**config.mk**
```make
export PLATFORM = sky130hd
export DESIGN_NAME = prsq_front
export DESIGN_NICKNAME = d
export VERILOG_FILES = /design/src/rtl/core/prsq_pkg.sv /design/src/rtl/core/prsq_front.sv
export SDC_FILE = /design/constraint.sdc
export NUM_CORES = 1
export LEC_CHECK = 0
export BUFFER_PORTS_ARGS = -buffer_cell sky130_fd_sc_hd__buf_2
export CAP_MARGIN = 20
export CORE_MARGIN = 1.5
export CORE_UTILIZATION = 55
export DETAILED_ROUTE_END_ITERATION = 8
export PLACE_DENSITY = 0.82
export SYNTH_ARGS = -nofsm -noshare
export SYNTH_HDL_FRONTEND = slang
export SYNTH_SLANG_ARGS = --single-unit
```
**constraint.sdc**
```tcl
create_clock -name clock -period 9.2 [get_ports clock]
set_clock_uncertainty 0.05 [all_clocks]
set_input_delay 0.92 -clock clock [delete_from_list [all_inputs] [get_ports clock]]
set_output_delay 0.92 -clock clock [all_outputs]
set_load 0.1 [all_outputs]
```
**src/rtl/core/prsq_pkg.sv**
```systemverilog
package prsq_pkg;

   localparam int SUM_W       = 40;
   localparam int VAL_W       = 30;
   localparam int IDX_W       = 11;
   localparam int ADDR_W      = 16;
   localparam int QUEUE_DEPTH = 4;
   localparam int QPTR_W      = 2;

   typedef enum logic {
      REQ_LOAD  = 1'b0,
      REQ_QUERY = 1'b1
   } req_kind_type;

   // One classified request passed from front to back.
   // Load: addr_a is the write index, wr_data the new prefix.
   // Query: addr_a = right-1, addr_b = left-2 (unused when lo_zero).
   typedef struct packed {
      logic              is_load;
      logic              err;
      logic              lo_zero;
      logic [ADDR_W-1:0] addr_a;
      logic [ADDR_W-1:0] addr_b;
      logic [SUM_W-1:0]  wr_data;
   } cmd_type;

endpackage

```
**src/rtl/core/prsq_front.sv**
```systemverilog
module prsq_front
   import prsq_pkg::*;
#(
   parameter int TABLE_DEPTH = 1024
) (
   input  logic             clock,
   input  logic             reset,
   input  logic             req_tvalid,
   output logic             req_tready,
   input  req_kind_type     req_kind,
   input  logic [VAL_W-1:0] elem_value,
   input  logic             first_elem,
   input  logic [IDX_W-1:0] query_left,
   input  logic [IDX_W-1:0] query_right,
   input  logic             q_full,
   output logic             push,
   output cmd_type          cmd
);

   localparam int CW = $clog2(TABLE_DEPTH + 1);
   localparam int XW = (CW > IDX_W) ? CW : IDX_W;

   logic [CW-1:0]    count_ff, count_in;
   logic [SUM_W-1:0] total_ff, total_in;

   logic             accept;
   logic [CW-1:0]    base_count;
   logic [SUM_W-1:0] base_total;
   logic [SUM_W-1:0] sum;
   logic             has_room;
   logic             bad_bounds;

   assign req_tready = !q_full;
   assign accept     = req_tvalid && !q_full;

   always_comb begin
      base_count = first_elem ? '0 : count_ff;
      base_total = first_elem ? '0 : total_ff;
      has_room   = base_count < CW'(TABLE_DEPTH);
      sum        = base_total + SUM_W'(elem_value);
      bad_bounds = (query_left == '0) || (query_left > query_right) ||
                   (XW'(query_right) > XW'(count_ff));

      count_in    = count_ff;
      total_in    = total_ff;
      push        = 1'b0;
      cmd.is_load = 1'b0;
      cmd.err     = bad_bounds;
      cmd.lo_zero = (query_left == IDX_W'(1));
      cmd.addr_a  = ADDR_W'(query_right - IDX_W'(1));
      cmd.addr_b  = ADDR_W'(query_left - IDX_W'(2));
      cmd.wr_data = sum;

      if (accept) begin
         if (req_kind == REQ_LOAD) begin
            count_in = base_count;
            total_in = base_total;
            if (has_room) begin
               count_in    = base_count + CW'(1);
               total_in    = sum;
               push        = 1'b1;
               cmd.is_load = 1'b1;
               cmd.err     = 1'b0;
               cmd.addr_a  = ADDR_W'(base_count);
            end
         end else begin
            push = 1'b1;
         end
      end
   end

   always_ff @(posedge clock) begin
      if (reset) begin
         count_ff <= '0;
         total_ff <= '0;
      end else begin
         count_ff <= count_in;
         total_ff <= total_in;
      end
   end

endmodule

```
==> flow_metrics.tcl <==
set metrics [dict create \
    tightestPinTransition_ns 0.888 \
    power.switching_mw 0.344 \
    grt_pass1_vias 5188 \
    io_pins 135 \
    h-tree-depth 2 \
    area_growth_pct 13.1 \
    sw_frac_of_total_pct 49.4 \
    final_common_cell "buf_2" \
    clk_transition_reported_paths_ns 0.10 \
    min_path_cells 2 \
    placed_cell_area_um2 6230 \
    async_reset_ff_share_pct 0 \
    die_h_um 104 \
    worst-setup-path-type "primary input to output port" \
    min_period_ns 5.49 \
    ys_types 79 \
    ys.flop_type "dfxtp_1" \
    drtAntennaViolNets 0 \
    cp-end-kind "output port" \
    synth_area_leaders "dfxtp_1 18%, ha_1 12%, nand2_1 7.9%, a21oi_1 6.3%, xnor2_1 5.2%" \
    io_buffers 134 \
    diodes 0 \
    track_usage_pct 25.9 \
    drv_cap 0 \
    drive_above_1_share_pct 18.9 \
    reg2regPathDepth 11 \
    p_comb_share_pct 46.9 \
    die_w_um 104 \
    timing.fmax_mhz 182 \
    start_util_pct 57.0 \
    finalPower_mw 0.697 \
    yosysWarnings 0 \
    drtPass1Iterations 5 \
    grt_pass1_wl_um 23900 \
    power.density_nw_per_um2 110 \
    crit_fanout 59 \
    rows 36 \
    hold_viol 0 \
    crit_required_ns 8.23 \
    routedWlPerCell_um 14.0 \
    grt_max_degree 60 \
    final_cell_mix "134 x buf_2, 116 x nand2_1, 70 x a21oi_1" \
    hold_ws_ns 0.406 \
    layoutNonFillerInstCount 1013 \
    setup_tns_ns 0 \
    vias 5811 \
    core-area_um2 9820 \
    post_cts_buffers 0 \
    rsz0062_at_grt "no" \
    ir_worst_vdd_mv 0.0861 \
    start_kind "primary input" \
    drcViolationCount 0 \
    cp.arrival_ns 4.52 \
    slew_headroom_pct 40.8 \
    cts_sinks 51 \
    ys_seq_area_share_pct 18.3 \
    hold_class "flop to flop" \
    cts_buffers 5 \
    synth_top_area_share_pct 18.3 \
    cts_resized 0 \
    dieArea_um2 10800 \
    fin_crit_sh_pct 59.6 \
    drtIter0Drc 321 \
    overflow 0 \
    place_congestion 0.944 \
    synth_fp_nets 897 \
    pwr-share-seq_pct 32.8 \
    syn_area_um2 5590 \
    synth-edff-count 0 \
    status "completed" \
    cts_root_buf "clkbuf_8" \
    slew_violations 0 \
    nets 993 \
    leakage_nw 2.82 \
    dp_hpwl_um 10700 \
    design_area_um2 6330 \
    yosysTopAreaCell "dfxtp_1" \
    syn_inst 783 \
    ys_seq_elements 51 \
    p_int_mw 0.353 \
    cts_hold_buf 0 \
    cts_tree "yes" \
    wl_um 14200 \
    insertion_delay_ns 0.31 \
    antenna_found_initial 0 \
    final-setup-viol-count 0 \
    avgViaCountPerCell 5.74 \
    dp.cells 1005 \
    clock_power_share_pct 20.2 \
    cts_buffer_depth 2 \
    syn_area_per_cell_um2 7.14 \
]
power by group through the flow:
stage	Combinational [mW]	Sequential (mW)	Clock (mW)
finish	0.327	0.229	0.141
global route	0.347	0.229	0.155
CTS	0.326	0.229	0.144
detailed placement	0.325	0.234	0
global placement	0.324	0.234	0
floorplan	0.266	0.233	0
cell families (layout without fill, tap and decap cells):
| family | after synthesis | after routing | share of synthesized area (%) |
|---|---|---|---|
| adder cells (fa/ha/maj) | 56 | 56 | 12.7 |
| XOR/XNOR | 49 | 49 | 7.67 |
| AND/OR/NAND/NOR | 329 | 329 | 29.1 |
| buffers and inverters | 92 | 189 | 6.98 |
| flip-flops | 51 | 51 | 18.3 |
| AO/OA/AOI/OAI | 202 | 202 | 24.7 |
| multiplexers | 4 | 4 | 0.716 |
routing by layer:
layer  global-route usage, %  share of wire (%)  wire [um]
met5                       0                  0          0
met4                    5.06               0.98        140
met3                    2.82                5.4        769
met2                    44.5                 47       6730
met1                    35.1                 46       6570
worst paths after layout:
kind                   to  slack, ns         from
min           total_ff[9]       0.41  total_ff[9]
max reg2reg  total_ff[34]       6.09  total_ff[0]
min reg2reg   total_ff[9]       0.41  total_ff[9]
max               cmd[34]       3.71   first_elem
synth_stat cells (6+ instances only):
cell type and number:
a21oi_1 70, nor2_1 56, o21a_1 9, clkbuf_1 26, a21o_1 12, nor3_1 21
buf_4 9, inv_1 43, buf_2 8, dfxtp_1 51, xor2_1 16, a211oi_1 6
o21ai_0 40, and3_1 7, ha_1 55, nand3_1 27, nor4_1 9, nand4_1 18
a31oi_1 11, xnor2_1 33, nand2_1 117, nor2b_1 45
through the flow:
step	setup slack, ns	utilization [%]
2_1_floorplan	2.82	-
5_1_grt	3.49	64.4
4_1_cts	3.73	64.4
6_report	3.71	64.4
3_5_place_dp	3.74	63.5
3_3_place_gp	3.79	63.5
sequential cells by signal, indices dropped and copies added, names as in the netlist:
signal / flops
count_ff: 11
total_ff: 40
worst max-delay path, cell delays in order:
cell and delay [ns]:
buf_2 0.07, buf_4 0.47, nor2b_1 0.11, ha_1 0.24, fa_1 0.41, a21o_1 0.19, a221oi_2 0.41, a2bb2oi_2 0.22
o211ai_1 0.14, a21oi_1 0.26, nor2_2 0.18, a311o_1 0.36, nand2_1 0.06, buf_2 0.42
final cells by class:
| class | instances | area [um^2] |
|---|---|---|
| Tap cell | 133 | 166 |
| Timing Repair Buffer | 137 | 693 |
| Multi-Input combinational cell | 640 | 4190 |
| Fill cell | 942 | 3490 |
| Clock inverter | 3 | 26.3 |
| Inverter | 44 | 165 |
| Clock buffer | 5 | 68.8 |
| Sequential cell | 51 | 1020 |
Power figures use the tool's default switching activity.
