==> config.mk <==
export PLATFORM = sky130hd
export DESIGN_NAME = prsq_queue
export DESIGN_NICKNAME = d
export VERILOG_FILES = /design/src/rtl/core/prsq_pkg.sv /design/src/rtl/core/prsq_queue.sv
export SDC_FILE = /design/constraint.sdc
export NUM_CORES = 1
export LEC_CHECK = 0
export BUFFER_PORTS_ARGS = -buffer_cell sky130_fd_sc_hd__buf_2
export CELL_PAD_IN_SITES_DETAIL_PLACEMENT = 1
export CELL_PAD_IN_SITES_GLOBAL_PLACEMENT = 1
export CORE_ASPECT_RATIO = 0.6
export CORE_MARGIN = 1.5
export CORE_UTILIZATION = 45
export DETAILED_ROUTE_END_ITERATION = 10
export PLACE_DENSITY = 0.75
export SLEW_MARGIN = 30
export SYNTH_ARGS = -nofsm -noshare
export SYNTH_HDL_FRONTEND = slang
export SYNTH_SLANG_ARGS = --single-unit
export TNS_END_PERCENT = 100
==> constraint.sdc <==
create_clock -name clock -period 2.6 [get_ports clock]
set_input_delay 0.39 -clock clock [delete_from_list [all_inputs] [get_ports clock]]
set_output_delay 0.39 -clock clock [all_outputs]
set_load 0.005 [all_outputs]
==> src/rtl/core/prsq_pkg.sv <==
package prsq_pkg;

   localparam int SUM_W       = 40;
   localparam int VAL_W       = 30;
   localparam int IDX_W       = 11;
   localparam int ADDR_W      = 16;
   localparam int QUEUE_DEPTH = 4;
   localparam int QPTR_W      = 2;

   typedef enum logic {
      REQ_LOAD  = 1'b0,
      REQ_QUERY = 1'b1
   } req_kind_type;

   // One classified request passed from front to back.
   // Load: addr_a is the write index, wr_data the new prefix.
   // Query: addr_a = right-1, addr_b = left-2 (unused when lo_zero).
   typedef struct packed {
      logic              is_load;
      logic              err;
      logic              lo_zero;
      logic [ADDR_W-1:0] addr_a;
      logic [ADDR_W-1:0] addr_b;
      logic [SUM_W-1:0]  wr_data;
   } cmd_type;

endpackage

==> src/rtl/core/prsq_queue.sv <==
module prsq_queue
   import prsq_pkg::*;
(
   input  logic    clock,
   input  logic    reset,
   input  logic    push,
   input  cmd_type push_cmd,
   output logic    full,
   output logic    empty,
   input  logic    pop,
   output cmd_type head
);

   cmd_type           slot_ff [QUEUE_DEPTH];
   logic [QPTR_W-1:0] wr_ptr_ff, rd_ptr_ff;
   logic [QPTR_W:0]   fill_ff, fill_in;

   assign full  = (fill_ff == (QPTR_W+1)'(QUEUE_DEPTH));
   assign empty = (fill_ff == '0);
   assign head  = slot_ff[rd_ptr_ff];

   always_comb begin
      fill_in = fill_ff;
      if (push && !pop) begin
         fill_in = fill_ff + (QPTR_W+1)'(1);
      end else if (pop && !push) begin
         fill_in = fill_ff - (QPTR_W+1)'(1);
      end
   end

   always_ff @(posedge clock) begin
      if (reset) begin
         wr_ptr_ff <= '0;
         rd_ptr_ff <= '0;
         fill_ff   <= '0;
      end else begin
         fill_ff <= fill_in;
         if (push) begin
            wr_ptr_ff <= wr_ptr_ff + QPTR_W'(1);
         end
         if (pop) begin
            rd_ptr_ff <= rd_ptr_ff + QPTR_W'(1);
         end
      end
   end

   always_ff @(posedge clock) begin
      if (push) begin
         slot_ff[wr_ptr_ff] <= push_cmd;
      end
   end

endmodule

==> flow_metrics.py, run 1 <==
metrics = {
    "detailed_routing": {
        "via_count": 5113,
        "wl_per_cell_um": 23.4,
        "wl_mm": 22.6,
        "drtIter0Drc": 291,
        "ant_nets": 0,
        "routed.top_layer": "met5",
        "wirelength_met1_mm": 9.92,
        "drc": 0,
        "drtPass1Iterations": 4,
        "met3_length_mm": 1.64,
        "route.met2.wl_mm": 10.7,
        "via_per_inst": 5.28,
    },
    "setup_path": {
        "rr_startpoint": "wr_ptr_ff[0]$_SDFFE_PP0P_",
        "path_max_fanout": 34,
        "crit_type": "flop to primary output",
        "required_ns": 2.21,
        "start_kind": "flop",
        "worstPathArrival_ns": 2.09,
        "end_kind": "primary output",
        "rr_worst_depth": 3,
    },
    "floorplan": {
        "die_h_um": 125,
        "die_width_um": 207,
        "dieArea_mm2": 0.0260,
        "initial_core_util_pct": 46.2,
        "ios": 156,
        "fp-row-count": 44,
        "coreArea_mm2": 0.0243,
    },
    "sta": {
        "tns_ns": 0,
        "min_period_ns": 2.48,
        "worstMarginPinSlew_ns": 0.479,
        "maxSlewViolCount": 0,
        "maxSlewHeadroom_pct": 68.1,
        "final.period_utilization_pct": 95.4,
        "finalSetupViolCount": 0,
        "rsz0062_at_grt": "yes",
        "fin_skew_ns": 0.00901,
        "hold_ws_ns": 0.0620,
        "max_freq_mhz": 403,
        "finalHoldViolations": 0,
    },
    "pwr": {
        "power_w": 0.0112,
        "peakVddDrop_mv": 0.644,
        "power_leakage_nw": 4.59,
        "p_per_area_mw_per_mm2": 825,
    },
    "cts": {
        "cts_made_buffers": 28,
        "cts.path.max_buffers": 3,
        "clock-sinks": 309,
        "post_cts_buffers": 0,
        "clockRootBuffer": "clkbuf_16",
        "h-tree-depth": 1,
        "clock_latency_ns": 0.54,
        "clkTransAtPathRegs_ns": 0.07,
        "cts_tree": "yes",
    },
    "hold_path": {
        "hold_path_class": "input pin to flop",
        "min_delay_path_depth": 1,
        "min_from": "push_cmd[35]",
    },
    "layout": {
        "area_delta_synth_final_pct": 20.5,
        "finish.instance_area_mm2": 0.0136,
        "finalNonFillerCells": 968,
        "final_nets": 707,
        "nFillCells": 2108,
        "drive_gt1_share_pct": 46.6,
        "multiInputGateArea_mm2": 0.00193,
        "regArea_mm2": 0.00920,
    },
    "placed_design": {
        "portBuffers": 155,
        "placedInstanceArea_mm2": 0.0125,
        "dp_cells": 914,
        "routabilityCongestion": 0.736,
        "dp_hpwl_mm": 14.2,
    },
    "grt": {
        "grt_max_degree": 35,
        "antenna_found_initial": 4,
        "grt_overflow": 0,
        "grt_usage_pct": 17.9,
        "grt_pass1_vias": 5768,
        "grt_pass1_wl_mm": 35.2,
    },
    "synth": {
        "syn_inst": 435,
        "ys_types": 21,
        "syn-num-nets": 520,
        "syn-cell-area_mm2": 0.0112,
        "synth-seq-area-share_pct": 81.7,
        "synth-seq-cells": 309,
        "yosysWarnings": 0,
        "avgSynthCellArea_um2": 25.9,
    },
    "outcome": {
        "status": "completed",
    },
    "run": {
        "maxCapViolCount": 0,
    },
}
power by group:
part | switching [W] | leakage [nW] | internal, W
Clock | 0.00173 | 0.486 | 0.00265
Combinational | 0.000499 | 1.27 | 0.000499
Sequential | 0.0000907 | 2.83 | 0.00572
Yosys cell counts, drive strengths merged:
cell | number | share of area [%]
inv | 4 | 0.13
mux4 | 75 | 15
nor2 | 7 | 0.23
or3 | 1 | 0.056
nand2 | 1 | 0.033
xnor2 | 2 | 0.16
clkbuf | 3 | 0.10
nor3b | 1 | 0.067
edfxtp | 300 | 80
and2 | 4 | 0.22
buf | 14 | 1.0
mux2i | 2 | 0.18
xor2 | 3 | 0.23
dfxtp | 9 | 1.6
fa | 1 | 0.18
a21oi | 1 | 0.044
ha | 5 | 0.56
o21ai | 1 | 0.044
nor3 | 1 | 0.044
worst paths after layout:
kind	slack, ns	to
setup / recovery	0.12	head[15]
hold reg to reg	0.53	fill_ff[2]$_SDFFE_PP0P_
setup reg to reg	0.94	slot_ff[3][70]$_DFFE_PP_
hold / removal	0.06	slot_ff[1][35]$_DFFE_PP_
flip-flops by register name, summed over array words and instances (netlist names), named ones only:
name / count
slot_ff: 300
fill_ff: 3
wr_ptr_ff: 2
rd_ptr_ff: 2
repair_timing:
| action | CTS | global route |
|---|---|---|
| gates resized for setup | 0 | 0 |
| hold buffers | 0 | 0 |
| setup endpoints to repair | 0 | 9 |
per-layer routing:
metal | global-route usage, % | vias to the layer above
met5 | 0 | -
met1 | 24.8 | 2658
met2 | 28.3 | 177
li1 | - | 2237
met3 | 5.33 | 37
met4 | 3.96 | 4
stage by stage:
step	setup slack [ns]	util, %
floorplan	0.686	-
detailed placement	0.637	51.6
global route	-0.0129	55.7
CTS	0.0373	55.7
global placement	0.665	51.6
finish	0.120	55.7
final cells by class:
cell class | instances | share of cell area, %
Sequential cell | 309 | 67.8
Clock inverter | 15 | 1.51
Multi-Input combinational cell | 105 | 14.2
Clock buffer | 37 | 5.87
Inverter | 4 | 0.111
Tap cell | 322 | 2.97
Antenna cell | 2 | 0.0369
Timing Repair Buffer | 174 | 7.42
logic make-up after synthesis:
group                    count (synthesis)  synth area share, %
flip-flops                             309                 81.7
XOR/XNOR                                 5                0.389
adder cells (fa/ha/maj)                  6                0.734
buffers and inverters                   21                 1.23
AO/OA/AOI/OAI                            2               0.0889
AND/OR/NAND/NOR                         15                0.656
multiplexers                            77                 15.2
worst max-delay path, cell delays in order (launching register included):
cell and delay (ns):
dfxtp_4 0.48, buf_12 0.31, mux4_2 0.60, buf_2 0.15
placed cells by master (no fill, tap or decap), types with 3 or more instances in the layout:
cell	count
clkinv_2	4
buf_2	155
clkinv_1	3
and2_4	4
xor2_1	3
ha_1	5
buf_4	12
bufinv_16	5
edfxtp_1	300
clkbuf_1	4
mux4_2	75
buf_12	7
clkbuf_8	4
inv_1	4
clkbuf_16	29
nor2_1	7
dfxtp_1	7
No activity file was read; power rests on OpenSTA's default activity.
==> run 2, diff against run 1 <==
CORE_UTILIZATION = 26   (was 45)
PLACE_DENSITY = 0.48   (was 0.75)
==> run 2 against run 1 <==
  * Non-clock buffer count decreased by 5
  * Critical path depth is the same
  * Critical endpoint is now head[23]
  * Global-route usage decreased by 7.1 points
  * Critical path type unchanged
  * Setup slack improved by 0.026 ns
==> flow_metrics.py, run 2 (synthesis results as in run 1) <==
metrics = {
    "setup_path": {
        "start_kind": "flop",
        "crit_buf_inv": 2,
        "r2r_slack_ns": 0.84,
        "cp_cell_sequence": "buf_12 > mux4_2 > buf_2",
        "cp_top_family": "flip-flops",
        "worstPathArrival_ns": 2.06,
        "r2r-end": "slot_ff[2][63]$_DFFE_PP_",
        "end_kind": "primary output",
        "required_ns": 2.21,
        "rr_startpoint": "wr_ptr_ff[0]$_SDFFE_PP0P_",
        "crit_type": "flop to primary output",
        "rr_worst_depth": 4,
        "worst_path_max_delay_cell": "dfxtp_4",
        "critical-path-max-stage-delay_ns": 0.65,
        "path_max_fanout": 26,
    },
    "placed_design": {
        "portBuffers": 155,
        "pre_cts_ws_ns": 0.677,
        "dp_hpwl_mm": 14.7,
        "dp_cells": 1155,
        "routabilityCongestion": 0.665,
    },
    "floorplan": {
        "ios": 156,
        "die_width_um": 272,
        "die_h_um": 164,
        "dieArea_mm2": 0.0446,
        "fp-row-count": 58,
        "coreArea_mm2": 0.0422,
        "initial_core_util_pct": 26.6,
    },
    "sta": {
        "hold_ws_ns": 0.0449,
        "maxSlewViolCount": 0,
        "worstMarginPinSlew_ns": 0.531,
        "max_freq_mhz": 408,
        "tns_ns": 0,
        "setup_ws_ns": 0.146,
        "min_period_ns": 2.45,
        "fin_skew_ns": 0.0163,
        "finalSetupViolCount": 0,
        "maxSlewHeadroom_pct": 64.6,
        "finalHoldViolations": 0,
        "rsz0062_at_grt": "no",
        "final.period_utilization_pct": 94.4,
    },
    "layout": {
        "antenna_cells": 0,
        "finalNonFillerCells": 1213,
        "largest_register_ffs": 300,
        "final_cell_mix": "edfxtp_1, buf_2, mux4_2",
        "regMostFlops": "slot_ff",
        "final_nets": 705,
        "area_delta_synth_final_pct": 24.3,
        "final_common_cell": "edfxtp_1",
        "reg_top3": "slot_ff x300, fill_ff x3",
        "drive_gt1_share_pct": 46.5,
    },
    "grt": {
        "grt_usage_pct": 10.8,
        "grt_overflow": 0,
        "antenna_found_initial": 5,
        "grt_max_degree": 76,
        "grt_pass1_wl_mm": 35.8,
        "grt_pass1_vias": 5656,
    },
    "pwr": {
        "peakVddDrop_mv": 0.411,
        "power_leakage_nw": 4.62,
        "p_per_area_mw_per_mm2": 840,
        "power_w": 0.0117,
    },
    "detailed_routing": {
        "via_count": 5123,
        "wl_per_cell_um": 20.0,
        "ant_nets": 0,
        "drtIter0Drc": 308,
        "drc": 0,
        "drtPass1Iterations": 4,
        "via_per_inst": 4.22,
        "wl_mm": 24.3,
    },
    "cts": {
        "clock_latency_ns": 0.56,
        "clock-sinks": 309,
        "cts_made_buffers": 31,
        "clkTransAtPathRegs_ns": 0.07,
        "cts_tree": "yes",
        "clockRootBuffer": "clkbuf_16",
        "cts.path.max_buffers": 3,
        "h-tree-depth": 1,
    },
    "hold_path": {
        "min_delay_path_depth": 1,
        "hold_path_class": "input pin to flop",
        "min_from": "push_cmd[73]",
        "holdPathEnd": "slot_ff[1][73]$_DFFE_PP_",
    },
    "outcome": {
        "status": "completed",
    },
    "run": {
        "maxCapViolCount": 0,
    },
}
==> run 2: cell types whose count changed in the layout (fill, tap and decap cells not counted) <==
cell	delta
buf_12	+1
clkinv_4	+1
bufinv_16	+4
inv_6	+1
clkinv_1	+1
clkbuf_8	-4
clkbuf_16	+2
dlygate4sd3_1	+2
diode_2	-2
clkinvlp_4	+2
buf_4	-8
clkbuf_1	-3
==> run 2: layer usage <==
metal	GRT usage (%)	vias up	routed length [um]
li1	-	2228	-
met1	14.3	2726	10700
met2	18.0	127	11800
met3	3.00	40	1270
met4	2.17	2	461
met5	0	-	17
==> run 2: layout make-up <==
type / instances / area [um^2]
Fill cell: 4211 / 28300
Clock inverter: 24 / 362
Tap cell: 570 / 713
Timing Repair Buffer: 169 / 986
Clock buffer: 32 / 779
Multi-Input combinational cell: 105 / 1930
Sequential cell: 309 / 9200
Inverter: 4 / 15.0
==> run 2: worst register-to-register path, cell delays in order, from the launching register on <==
cell,delay (ns)
dfxtp_1,0.35
inv_1,0.09
ha_1,0.15
and2_4,0.43
buf_4,0.40
==> run 2: worst max path at each step <==
stage                                   start                       to  cells past startpoint
floorplan           wr_ptr_ff[0]$_SDFFE_PP0P_  slot_ff[2][0]$_DFFE_PP_                      3
global placement                         push  fill_ff[2]$_SDFFE_PP0P_                      7
detailed placement                       push  fill_ff[2]$_SDFFE_PP0P_                      7
CTS                                      flop                 head[17]                      3
global route                             flop                 head[23]                      3
finish                                   flop                 head[23]                      3
==> run 2: per-stage QoR <==
stage               util (%)  area (um^2)
global route            33.1        14000
detailed placement      30.4        12800
CTS                     33.1        14000
floorplan                  -        11300
global placement        30.4        12800
finish                  33.1        14000
==> run 2: power breakdown <==
| part | leakage, nW | switching [W] | internal (W) |
|---|---|---|---|
| combinational | 1.25 | 0.000514 | 0.000496 |
| clock | 0.546 | 0.00187 | 0.00307 |
| sequential | 2.83 | 0.0000779 | 0.00572 |
==> run 2: what timing repair did <==
action / in CTS / in global routing
hold buffers: 2 / 0
endpoints found under the setup margin: 0 / 0
hold endpoints to repair: 8 / 0
buffers inserted: 0 / 0
gates resized for setup: 0 / 0
